`src/hdl/mesh_warp_source_address_defines.svh`:
```
// Assertion macros for the mesh warp source address block.
// Used by the top level only; no other dependencies.
`ifndef MESH_WARP_SOURCE_ADDRESS_DEFINES_SVH
`define MESH_WARP_SOURCE_ADDRESS_DEFINES_SVH
`ifndef SYNTH
`define MWSA_ASSERT(lbl, clk, rst, prop, msg) \
   lbl: assert property (@(posedge clk) disable iff (rst) prop) else $error(msg);
`define MWSA_ASSERT_IMP(lbl, clk, rst, ante, cons, msg) \
   lbl: assert property (@(posedge clk) disable iff (rst) (ante) |-> (cons)) else $error(msg);
`else
`define MWSA_ASSERT(lbl, clk, rst, prop, msg)
`define MWSA_ASSERT_IMP(lbl, clk, rst, ante, cons, msg)
`endif
`endif

```
`src/hdl/mwsa_pkg.sv`:
```
// Shared types and constants for the mesh warp source address block.
// No dependencies.
package mwsa_pkg;

   localparam int PIX_W     = 12;   // pixel coordinate
   localparam int DIM_W     = 13;   // image dimension register
   localparam int MESH_W    = 5;    // mesh rows/cols register
   localparam int PT_W      = 20;   // control point coordinate, 4 fraction bits
   localparam int IDX_W     = 4;    // control point row/col
   localparam int UV_W      = 16;   // cell-local fraction
   localparam int SRC_FRAC  = 36;   // fraction bits of the source coordinate
   localparam int WT_W      = 8;    // fetch weight
   localparam int DIF_W     = PT_W + 1;
   localparam int TW        = 38;   // row blend (top/bottom) and its difference
   localparam int LO_W      = 19;   // low split of the row difference
   localparam int PL_W      = LO_W + UV_W;
   localparam int PH_W      = TW - LO_W + UV_W + 1;
   localparam int SW        = 54;   // source coordinate
   localparam int CSR_IDX_W = 3;
   localparam int CSR_DAT_W = 13;

   localparam int MAX_MESH_ROWS_DEF = 16;
   localparam int MAX_MESH_COLS_DEF = 16;
   localparam int MAX_IMAGE_DIM_DEF = 4096;

   localparam logic [DIM_W-1:0]  WIDTH_RST  = 13'd1024;
   localparam logic [DIM_W-1:0]  HEIGHT_RST = 13'd1024;
   localparam logic [MESH_W-1:0] ROWS_RST   = 5'd4;
   localparam logic [MESH_W-1:0] COLS_RST   = 5'd4;

   // register indexes
   localparam logic [CSR_IDX_W-1:0] REG_IMAGE_WIDTH  = 3'd0;
   localparam logic [CSR_IDX_W-1:0] REG_IMAGE_HEIGHT = 3'd1;
   localparam logic [CSR_IDX_W-1:0] REG_MESH_ROWS    = 3'd2;
   localparam logic [CSR_IDX_W-1:0] REG_MESH_COLS    = 3'd3;

   // operations
   localparam logic OP_WRITE_POINT = 1'b0;
   localparam logic OP_MAP_PIXEL   = 1'b1;

   // request as it travels to the control point table
   typedef struct packed {
      logic                    valid;
      logic                    op;
      logic [IDX_W-1:0]        row;
      logic [IDX_W-1:0]        col;
      logic signed [PT_W-1:0]  ptx;
      logic signed [PT_W-1:0]  pty;
      logic [PIX_W-1:0]        px;
      logic [PIX_W-1:0]        py;
   } sb_type;

   // pixel request after the table
   typedef struct packed {
      logic             valid;
      logic [PIX_W-1:0] px;
      logic [PIX_W-1:0] py;
   } pix_type;

endpackage

```
`src/hdl/mwsa_locate.sv`:
```
// Pipelined cell locator: floor(pos*nm1*2^16 / dim), one quotient bit per stage.
// Depends on mwsa_pkg.
module mwsa_locate import mwsa_pkg::*; #(
   parameter int NW = 5,
   parameter int CW = 4
) (
   input  logic                  clock,
   input  logic                  en,
   input  logic [PIX_W-1:0]      pos,
   input  logic [DIM_W-1:0]      dim,
   input  logic [NW-1:0]         nm1,
   output logic [CW+UV_W-1:0]    quot
);

   localparam int QW   = CW + UV_W;
   localparam int NUMW = PIX_W + NW;
   localparam int RW   = DIM_W;

   logic [NUMW-1:0] num_ff;
   logic [NUMW-1:0] num_in;
   logic [RW-1:0]   r_ff   [QW];
   logic [QW-1:0]   dlo_ff [QW];
   logic [QW-1:0]   q_ff   [QW];

   // numerator: pixel times cell count
   assign num_in = {{NW{1'b0}}, pos} * {{PIX_W{1'b0}}, nm1};

   always_ff @(posedge clock) begin
      if (en) begin
         num_ff <= num_in;
      end
   end

   // restoring division, one bit per stage
   for (genvar k = 0; k < QW; k++) begin : g_step
      logic [RW-1:0] r_prev;
      logic [QW-1:0] dlo_prev;
      logic [QW-1:0] q_prev;
      logic [RW:0]   t;
      logic          ge;

      if (k == 0) begin : g_first
         assign r_prev   = RW'(num_ff >> CW);
         assign dlo_prev = {num_ff[CW-1:0], {UV_W{1'b0}}};
         assign q_prev   = '0;
      end else begin : g_next
         assign r_prev   = r_ff[k-1];
         assign dlo_prev = dlo_ff[k-1];
         assign q_prev   = q_ff[k-1];
      end

      assign t  = {r_prev, dlo_prev[QW-1]};
      assign ge = t >= {1'b0, dim};

      always_ff @(posedge clock) begin
         if (en) begin
            r_ff[k]   <= ge ? RW'(t - {1'b0, dim}) : RW'(t);
            dlo_ff[k] <= dlo_prev << 1;
            q_ff[k]   <= {q_prev[QW-2:0], ge};
         end
      end
   end

   assign quot = q_ff[QW-1];

endmodule

```
`config.mk`:
```
export PLATFORM = sky130hd
export DESIGN_NAME = mwsa_locate
export DESIGN_NICKNAME = d
export VERILOG_FILES = /design/src/hdl/mesh_warp_source_address_defines.svh /design/src/hdl/mwsa_pkg.sv /design/src/hdl/mwsa_locate.sv
export SDC_FILE = /design/constraint.sdc
export NUM_CORES = 1
export LEC_CHECK = 0
export BUFFER_PORTS_ARGS = -buffer_cell sky130_fd_sc_hd__buf_2
export CAP_MARGIN = 40
export CORE_MARGIN = 10
export CORE_UTILIZATION = 35
export DETAILED_ROUTE_END_ITERATION = 10
export PLACE_DENSITY_LB_ADDON = 0.25
export SLEW_MARGIN = 5
export SYNTH_ARGS = -nofsm -noshare
export SYNTH_HDL_FRONTEND = slang
export SYNTH_SLANG_ARGS = --single-unit
```
`constraint.sdc`:
```
create_clock -name clock -period 5.11 [get_ports clock]
set_clock_uncertainty 0.2 [all_clocks]
set_input_delay 0.2555 -clock clock [delete_from_list [all_inputs] [get_ports clock]]
set_output_delay 0.2555 -clock clock [all_outputs]
set_load 0.02 [all_outputs]
```
==> impl_metrics.yaml, run 1 <==
timing:
  tns_ps: 0
  period_needed_ps: 4130
  rsz0062_at_grt: "false"
  hold_violations: 0
  max_slew.worst_pin.slew_ps: 870
  max_freq_ghz: 0.242
  maxSlewViolCount: 0
  whs_ps: 52.8
  min_period_over_period: 0.807
  setup_viol: 0
  slew_headroom: 0.419
cells_and_area:
  final_nets: 3109
  num_antenna_cells: 0
  drive_gt1_frac: 0.137
  area_growth_syn_to_layout_pct: 12.6
clock_tree:
  numCtsBuffers: 56
  insertion_delay_ps: 620
  htree_levels: 2
  clock_path_buffers: 3
  root_buffer: "clkbuf_16"
  clk_pin_slew_ps: 60
  cts_num_sinks: 480
  cts_tree: "done"
worst_setup_path:
  required_ps: 5270
  cp-end-kind: "register"
  critPathLaunchType: "input port"
  critical_path.most_common_cell: "fa_1"
  cp_slowest_cell: "fa_1"
  cp_slowest_stage_delay_ps: 540
  crit_type: "input port to register"
  crit_chain: "dlygate4sd3_1 > buf_2 > and2_1 > fa_1 > fa_1 > inv_1 > fa_1 > inv_1 > ha_1 > o21ai_0 > o21bai_1 > a21oi_1 > o21ai_0 > a31o_2 > a21oi_1 > xnor2_1"
  worstPathArrival_ps: 4280
  critPathMaxFanout: 5
route:
  drc: 0
  antenna_left: 0
  viasPerCell: 5.31
  wl_per_cell_um: 17.7
  dr.pass1.iters: 5
  wl_um: 69900
  via_count: 21000
  drtIter0Drc: 1282
yosys:
  netlist.area_leader.share: 0.472
  synth_cells: 2631
  ys_types: 77
  ys_async_sr_fraction: 0
  ys_ff_latch: 480
  synth.avg_cell_area_um2: 11.6
  synth_nets: 2996
  seq_area_frac_synth: 0.472
  synth_most_common_cell: "edfxtp_1"
  synthTopCellsByCount: "480 x edfxtp_1, 284 x ha_1, 228 x a21oi_1"
  ys.flop_type: "edfxtp_1"
  yosys.area.top_type: "edfxtp_1"
  synthesis.area_um2: 30500
  yosys-top-cells-area: "edfxtp_1 47%, ha_1 12%, mux2_2 5.9%"
  yosys_warnings: 0
  synth_edf_count: 480
placed_design:
  place_congestion: 0.855
  port_buffers: 51
  dp_hpwl_um: 49700
die:
  chipHeight_um: 315
  start_util: 0.353
  core.rowCount: 108
  core-area_um2: 86600
  dieArea_um2: 99500
  ios: 52
  die_x_um: 315
grt:
  grt_usage: 0.137
  antenna_found_initial: 2
  grt_pass1_wl_um: 112000
  grt_max_degree: 141
  grt_pass1_vias: 21100
  grt_overflow: 0
power:
  power_density_nw_per_um2: 645
  peakVddDrop_v: 0.000324
  leakage_nw: 13.2
job:
  maxCapViolCount: 0
worst_hold_path:
  hp-class: "input port to register"
run_status:
  status: "complete, no violations"
[layout make-up]
class / count / area (µm²)
inverter: 114 / 428
sequential: 480 / 14400
fill: 8131 / 52200
tap: 1155 / 1450
timing repair buffer: 101 / 738
clock inverter: 40 / 484
clock buffer: 64 / 1430
multi-input combinational: 1991 / 15500
[state kept, by name, summed over array words and instances, names as in the netlist]
name and count:
r_ff 247, num_ff 17, dlo_ff 6, q_ff 210
[worst max-delay path, delay by kind of cell]
family / cells / cell delay, ps
buf+inv: 4 / 760
compound gates: 6 / 1120
simple gates: 1 / 150
xor+xnor: 1 / 80
fa+ha+maj: 4 / 1890
[where the power goes]
part	switching (W)	total, W	internal (W)	leakage, nW
Combinational	0.00584	0.0109	0.00509	7.63
Clock	0.00163	0.00415	0.00251	0.916
Sequential	0.000732	0.00711	0.00638	4.67
Total	0.00820	0.0222	0.0140	13.2
[metal layers]
layer / up-vias / wire [µm] / GRT usage
met3: 140 / 2840 / 0.0189
met5: - / 0 / 0
met4: 0 / 2120 / 0.0458
met1: 10200 / 31300 / 0.176
li1: 10200 / - / -
met2: 450 / 33600 / 0.235
[layout by cell type, fill, tap and decap left out, drive strengths merged, types with 31 or more instances in the layout]
cell type / count
xnor2: 79
inv: 116
nor3: 31
mux2: 159
buf: 96
xor2: 80
a21oi: 229
o31a: 34
clkbuf: 64
nand3: 31
nand2b: 32
edfxtp: 480
ha: 284
a31oi: 33
nor2b: 42
nand2: 139
and2: 57
o21ai: 157
nor2: 181
fa: 49
o21a: 61
[per-stage QoR]
step	instance area, µm²	std cells	power (W)	utilization	setup slack (ps)
floorplan	30500	2631	0.0154	-	1080
global placement	32300	3828	0.0177	0.373	827
detailed placement	32400	3836	0.0180	0.374	760
CTS	34400	3945	0.0223	0.397	1000
global route	34400	3945	0.0239	0.397	772
finish	34400	3945	0.0222	0.397	985
[cell families after synthesis]
group / share of synthesized area
AOI/OAI and AO/OA: 0.143
xor gates and xnor gates: 0.0456
adders and majority gates: 0.148
buffers and inverters: 0.0223
DFF: 0.472
muxes: 0.0672
and+or+nand+nor: 0.102
[path summary, 6_finish.rpt]
check	startpoint	to	slack, ps	depth (start not counted)
worst max-delay path	pos[1]	num_ff[15]$_DFFE_PP_	980	16
worst max register to register	dlo_ff[2][18]$_DFFE_PP_	r_ff[3][5]$_DFFE_PP_	1700	10
worst min-delay path	pos[2]	num_ff[2]$_DFFE_PP_	50	4
worst min register to register	q_ff[4][14]$_DFFE_PP_	q_ff[4][35]$_DFFE_PP_	200	0
[timing repair]
| item | in CTS | in global routing |
|---|---|---|
| setup endpoints to repair | 0 | 0 |
| hold buffers | 5 | 0 |
| endpoints found under the hold margin | 67 | 0 |
| resized for setup | 0 | 0 |
| buffers inserted | 0 | 0 |
(Power assumes the default switching activity.)
==> run 2, diff against run 1 <==
--- a/config.mk
+++ b/config.mk
@@ -5,6 +5,7 @@
 export SDC_FILE = /design/constraint.sdc
 export NUM_CORES = 1
 export LEC_CHECK = 0
+export ABC_AREA = 1
 export BUFFER_PORTS_ARGS = -buffer_cell sky130_fd_sc_hd__buf_2
 export CAP_MARGIN = 40
 export CORE_MARGIN = 10
==> constraint.sdc (replaced) <==
create_clock -name clock -period 3.7 [get_ports clock]
set_clock_uncertainty 0.2 [all_clocks]
set_input_delay 0.185 -clock clock [delete_from_list [all_inputs] [get_ports clock]]
set_output_delay 0.185 -clock clock [all_outputs]
set_load 0.02 [all_outputs]
==> run 2 against run 1 <==
Effect of this change:
- clock-buffer cell count is 3 higher
- clock power up 46%
- routed wire length grew 26%
- die area up 17%
- final area increased by 17%
- sequential cell count unchanged
- worst hold slack improved by 28 ps
- critical endpoint is now num_ff[16]$_DFFE_PP_
- area after synthesis up 18%
- worst setup slack worse by 780 ps
==> impl_metrics.yaml, run 2 <==
run_status:
  status: "complete, no violations"
die:
  start_util: 0.354
  die_x_um: 341
  core-area_um2: 102000
  core.rowCount: 117
  chipHeight_um: 341
  dieArea_um2: 117000
  ios: 52
clock_tree:
  htree_levels: 2
  clock_path_buffers: 3
  cts_setup_buffers: 0
  root_buffer: "clkbuf_16"
  ctsHoldBuffers: 8
  clk_pin_slew_ps: 60
  cts_tree: "done"
  insertion_delay_ps: 660
  numCtsBuffers: 60
  ctsResizeCount: 0
  cts_num_sinks: 480
timing:
  whs_ps: 80.7
  max_freq_ghz: 0.286
  slew_headroom: 0.570
  tns_ps: 0
  max_slew.worst_pin.slew_ps: 645
  setup_viol: 0
  rsz0062_at_grt: "false"
  maxSlewViolCount: 0
  hold_violations: 0
  period_needed_ps: 3500
  min_period_over_period: 0.945
yosys:
  yosys_warnings: 0
  synth_most_common_cell: "nand2_1"
  synthesis.area_um2: 36100
  seq_area_frac_synth: 0.399
  netlist.area_leader.share: 0.399
  ys_async_sr_fraction: 0
  ys.flop_type: "edfxtp_1"
  synth_edf_count: 480
  yosys.area.top_type: "edfxtp_1"
  yosys-top-cells-area: "edfxtp_1 40%, nand2_1 17%, ha_1 9.8%"
  synthTopCellsByCount: "1589 x nand2_1, 912 x inv_1, 480 x edfxtp_1"
  synth_nets: 4954
  ys_types: 40
  synth.avg_cell_area_um2: 7.88
  ys_ff_latch: 480
  synth_cells: 4589
route:
  dr.pass1.iters: 7
  wl_met2_um: 41500
  wl_per_cell_um: 14.4
  drtIter0Drc: 1956
  top_layer_used: "met4"
  drc: 0
  viasPerCell: 4.68
  wl_met3_um: 3810
  wl_um: 88100
  drt-met1-wl_um: 40300
  antenna_left: 0
  via_count: 28600
cells_and_area:
  largest-register: "r_ff"
  layout_commonest_cell: "nand2_1"
  final_nets: 5049
  reg_top3: "r_ff (247), q_ff (210), num_ff (17)"
  largest_reg_flops: 247
  final_util: 0.393
  final_cell_mix: "1589 x nand2_1, 912 x inv_1, 480 x edfxtp_1"
  final_area_um2: 40200
  num_antenna_cells: 0
  area_growth_syn_to_layout_pct: 11.2
  fill_cells: 10600
  drive_gt1_frac: 0.0769
job:
  maxCapViolCount: 0
worst_hold_path:
  hp-class: "input port to register"
placed_design:
  place_congestion: 0.870
  postPlaceCellArea_um2: 38100
  port_buffers: 51
  dp_hpwl_um: 63400
worst_setup_path:
  critical_path.most_common_cell: "nand2_1"
  crit_chain: "dlygate4sd3_1 > buf_2 > nand2_1 > inv_1 > fa_1 > fa_1 > inv_1 > fa_1 > inv_1 > ha_1 > a21oi_1 > nand2_1 > nand3_1 > nand2_1 > nand2_1 > nand2_1 > nand2_1 > nand2_1"
  critPathLaunchType: "input port"
  cp_slowest_cell: "fa_1"
  crit_type: "input port to register"
  cp-end-kind: "register"
  critPathMaxFanout: 5
  cp_slowest_stage_delay_ps: 550
  worstPathArrival_ps: 3690
  required_ps: 3890
grt:
  grt_usage: 0.151
  grt_max_degree: 101
  grt_pass1_wl_um: 144000
  antenna_found_initial: 0
  grt_pass1_vias: 27600
  grt_overflow: 0
power:
  power_w: 0.0330
  power_density_nw_per_um2: 821
  peakVddDrop_v: 0.000397
  leakage_nw: 20.6
==> run 2: cell count changes in the layout (fill, tap and decap cells not counted), moves of 59 or more <==
cell	before	now
nand3_1	31	298
o21ai_0	142	11
a21oi_1	228	89
o21a_1	61	1
o21ai_1	12	98
inv_1	111	912
xnor2_1	79	20
mux2_2	159	0
nand4_1	17	201
nand2_1	139	1589
==> run 2: layer usage <==
| metal | up-vias | global-route usage |
|---|---|---|
| met5 | - | 0 |
| met4 | 0 | 0.0436 |
| met3 | 137 | 0.0233 |
| met2 | 485 | 0.259 |
| met1 | 13000 | 0.193 |
| li1 | 15000 | - |
==> run 2: power by group <==
| group | internal [W] | switching, W | total [W] |
|---|---|---|---|
| registers | 0.00874 | 0.00109 | 0.00983 |
| logic | 0.00600 | 0.0111 | 0.0171 |
| clock network | 0.00362 | 0.00245 | 0.00607 |
| total | 0.0184 | 0.0146 | 0.0330 |
==> run 2: layout make-up <==
type	count	area, µm²	share of cell area
clock buffers	67	1570	0.0391
multi-input cells	3113	17700	0.441
well taps	1368	1710	0.0426
flip-flops and latches	480	14400	0.359
clock inverters	47	478	0.0119
repair buffers	90	778	0.0194
inverters	939	3520	0.0877
==> run 2: logic make-up after synthesis <==
kind of cell	count (synthesis)	synth area share
AOI/OAI and AO/OA	227	0.0379
adders and majority gates	333	0.125
xor gates and xnor gates	126	0.0305
DFF	480	0.399
and+or+nand+nor	2427	0.296
buffers and inverters	996	0.111
==> run 2: final timing paths <==
check / startpoint / end / slack [ps] / depth (start not counted)
setup / recovery: pos[1] / num_ff[16]$_DFFE_PP_ / 200 / 18
hold / removal: pos[11] / num_ff[16]$_DFFE_PP_ / 80 / 6
setup reg to reg: num_ff[12]$_DFFE_PP_ / r_ff[0][6]$_DFFE_PP_ / 980 / 9
hold reg to reg: q_ff[3][6]$_DFFE_PP_ / q_ff[3][27]$_DFFE_PP_ / 180 / 0
==> run 2: critical path: cells and delay by family <==
| kind | cells | cell delay (ps) |
|---|---|---|
| and+or+nand+nor | 8 | 640 |
| AOI/OAI and AO/OA | 1 | 150 |
| buffers and inverters | 5 | 820 |
| adders and majority gates | 4 | 1900 |
==> run 2: metrics by stage <==
| step | setup slack [ps] | std cells |
|---|---|---|
| floorplan | 157 | 4589 |
| global placement | 40.4 | 5981 |
| detailed placement | 15.2 | 5982 |
| CTS | 245 | 6104 |
| global route | 18.3 | 6104 |
| finish | 204 | 6104 |
==> run 3, diff against run 2 <==
--- a/config.mk
+++ b/config.mk
@@ -5,14 +5,15 @@
 export SDC_FILE = /design/constraint.sdc
 export NUM_CORES = 1
 export LEC_CHECK = 0
-export ABC_AREA = 1
 export BUFFER_PORTS_ARGS = -buffer_cell sky130_fd_sc_hd__buf_2
 export CAP_MARGIN = 40
 export CORE_MARGIN = 10
 export CORE_UTILIZATION = 35
 export DETAILED_ROUTE_END_ITERATION = 10
 export PLACE_DENSITY_LB_ADDON = 0.25
+export REMOVE_ABC_BUFFERS = 1
 export SLEW_MARGIN = 5
 export SYNTH_ARGS = -nofsm -noshare
 export SYNTH_HDL_FRONTEND = slang
 export SYNTH_SLANG_ARGS = --single-unit
+export TNS_END_PERCENT = 50
==> run 3 against run 2 <==
Effect of this change:
- via count down 27%
- worst setup slack improved by 84 ps
- non-clock buffer count rose by 86
- routed wire length shrank 23%
- register-to-register slack worse by 470 ps
- sequential share of layout area is 5.4 points higher
- sequential power shrank 0.5%
- clock power down 15%
- critical path depth decreased by 4
- final area is 13% lower
- fmax is 2.5% higher
- critical endpoint is now num_ff[15]$_DFFE_PP_
- largest cell class unchanged
==> impl_metrics.yaml, run 3 (synthesis gave the netlist of run 1 again) <==
grt:
  grt-busiest-layer: "met2"
  grt_overflow: 0
  grt.met1_usage: 0.173
  grt_pass1_wl_um: 110000
  grt_use_met3: 0.0221
  antenna_found_initial: 0
  grt_pass1_vias: 21300
  grt_use_met2: 0.227
  grt_max_degree: 78
  grt_usage: 0.135
die:
  ios: 52
  core-area_um2: 86600
  die_x_um: 315
  start_util: 0.353
  dieArea_um2: 99500
  core.rowCount: 108
  chipHeight_um: 315
cells_and_area:
  final_util: 0.403
  num_antenna_cells: 0
  final_nets: 3185
  final_cell_mix: "480 x edfxtp_1, 284 x ha_1, 228 x a21oi_1"
  area_growth_syn_to_layout_pct: 14.4
  reg_top3: "r_ff (247), q_ff (210), num_ff (17)"
  final_area_um2: 34900
  largest_reg_flops: 247
  drive_gt1_frac: 0.155
  largest-register: "r_ff"
  layout_commonest_cell: "edfxtp_1"
worst_hold_path:
  hp-class: "input port to register"
  hp-start: "pos[2]"
  hold_depth: 5
  hold_end: "num_ff[2]$_DFFE_PP_"
placed_design:
  postPlaceCellArea_um2: 33200
  dp_hpwl_um: 46700
  place_congestion: 0.866
  port_buffers: 51
worst_setup_path:
  critPathTopFamily: "adder cells"
  critical_path.most_common_cell: "fa_1"
  cp-end-kind: "register"
  r2r-start: "dlo_ff[2][18]$_DFFE_PP_"
  critPathLaunchType: "input port"
  reg2reg_depth: 10
  timing.rr.end: "r_ff[3][10]$_DFFE_PP_"
  reg2reg_slack_ps: 510
  crit_type: "input port to register"
  critPathBufInv: 3
  critPathMaxFanout: 8
  crit_chain: "buf_2 > and2_1 > fa_1 > fa_1 > inv_1 > fa_1 > inv_1 > ha_1 > a21o_1 > a21oi_1 > o21ai_0 > a31o_2 > a21oi_1 > xnor2_1"
  cp_slowest_cell: "fa_1"
  required_ps: 3850
  worstPathArrival_ps: 3570
  cp_slowest_stage_delay_ps: 550
clock_tree:
  clk_pin_slew_ps: 60
  clock_path_buffers: 3
  cts_tree: "done"
  cts_setup_buffers: 0
  insertion_delay_ps: 620
  cts_num_sinks: 480
  root_buffer: "clkbuf_16"
  htree_levels: 2
  numCtsBuffers: 57
job:
  maxCapViolCount: 0
power:
  leakage_nw: 13.6
  peakVddDrop_v: 0.000399
  power_density_nw_per_um2: 867
timing:
  slew_headroom: 0.497
  period_needed_ps: 3410
  maxSlewViolCount: 0
  max_freq_ghz: 0.293
  max_slew.worst_pin.slew_ps: 736
  setup_viol: 0
  min_period_over_period: 0.922
  hold_violations: 0
  rsz0062_at_grt: "false"
route:
  drc: 0
  wl_um: 67700
  viasPerCell: 5.19
  drtIter0Drc: 1287
  via_count: 20900
  dr.pass1.iters: 8
  wl_per_cell_um: 16.8
  antenna_left: 0
run_status:
  status: "complete, no violations"
==> run 3: final cells by class <==
cell class | count | area, µm²
repair buffers | 176 | 1490
flip-flops and latches | 480 | 14400
clock inverters | 34 | 249
clock buffers | 67 | 1460
fillers | 8136 | 51700
inverters | 114 | 428
multi-input cells | 1991 | 15500
well taps | 1155 | 1450
==> run 3: timing repair <==
item                                   4_1_cts  5_1_grt
hold buffers                                 7        0
gates resized for setup                      0        0
endpoints found under the hold margin       76        0
==> run 3: worst reg2reg max path: stages, from the launching register on <==
cell,delay (ps)
edfxtp_1,420
inv_1,60
ha_1,210
fa_1,410
and2b_1,220
o31a_1,180
o21ai_1,120
a311o_1,390
a21oi_2,130
buf_4,240
mux2_2,370
==> run 3: report_power, final <==
| part | total, W | leakage, nW | internal (W) | switching, W |
|---|---|---|---|---|
| clock | 0.00516 | 0.821 | 0.00290 | 0.00227 |
| combinational | 0.0153 | 8.06 | 0.00740 | 0.00794 |
| sequential | 0.00978 | 4.67 | 0.00881 | 0.000980 |
==> run 3: through the flow <==
| stage | setup WS [ps] | hold slack, ps | setup TNS [ps] | total power (W) | instances |
|---|---|---|---|---|---|
| floorplan | -85.4 | 97.5 | -167 | 0.0211 | 2585 |
| global placement | -332 | 200 | -2410 | 0.0247 | 3903 |
| detailed placement | -363 | 205 | -2010 | 0.0251 | 3909 |
| CTS | 303 | 36.1 | 0 | 0.0305 | 4017 |
| global route | 96.8 | 114 | 0 | 0.0328 | 4017 |
| finish | 288 | 89.6 | 0 | 0.0303 | 4017 |
==> run 3: layer usage <==
metal	wire length, µm	vias to the layer above
met4	2160	0
met1	30700	9969
li1	-	10300
met5	0	-
met3	3060	138
met2	31800	397
==> run 3: worst max path at each step <==
stage,from,endpoint,slack (ps),depth (start not counted)
after CTS,nm1[3],num_ff[15]$_DFFE_PP_,300,14
after global routing,nm1[3],num_ff[15]$_DFFE_PP_,100,14
final,nm1[4],num_ff[15]$_DFFE_PP_,290,14
after floorplan,pos[3],num_ff[16]$_DFFE_PP_,-90,14
after detailed placement,nm1[3],num_ff[15]$_DFFE_PP_,-360,14
after global placement,nm1[4],num_ff[13]$_DFFE_PP_,-330,16
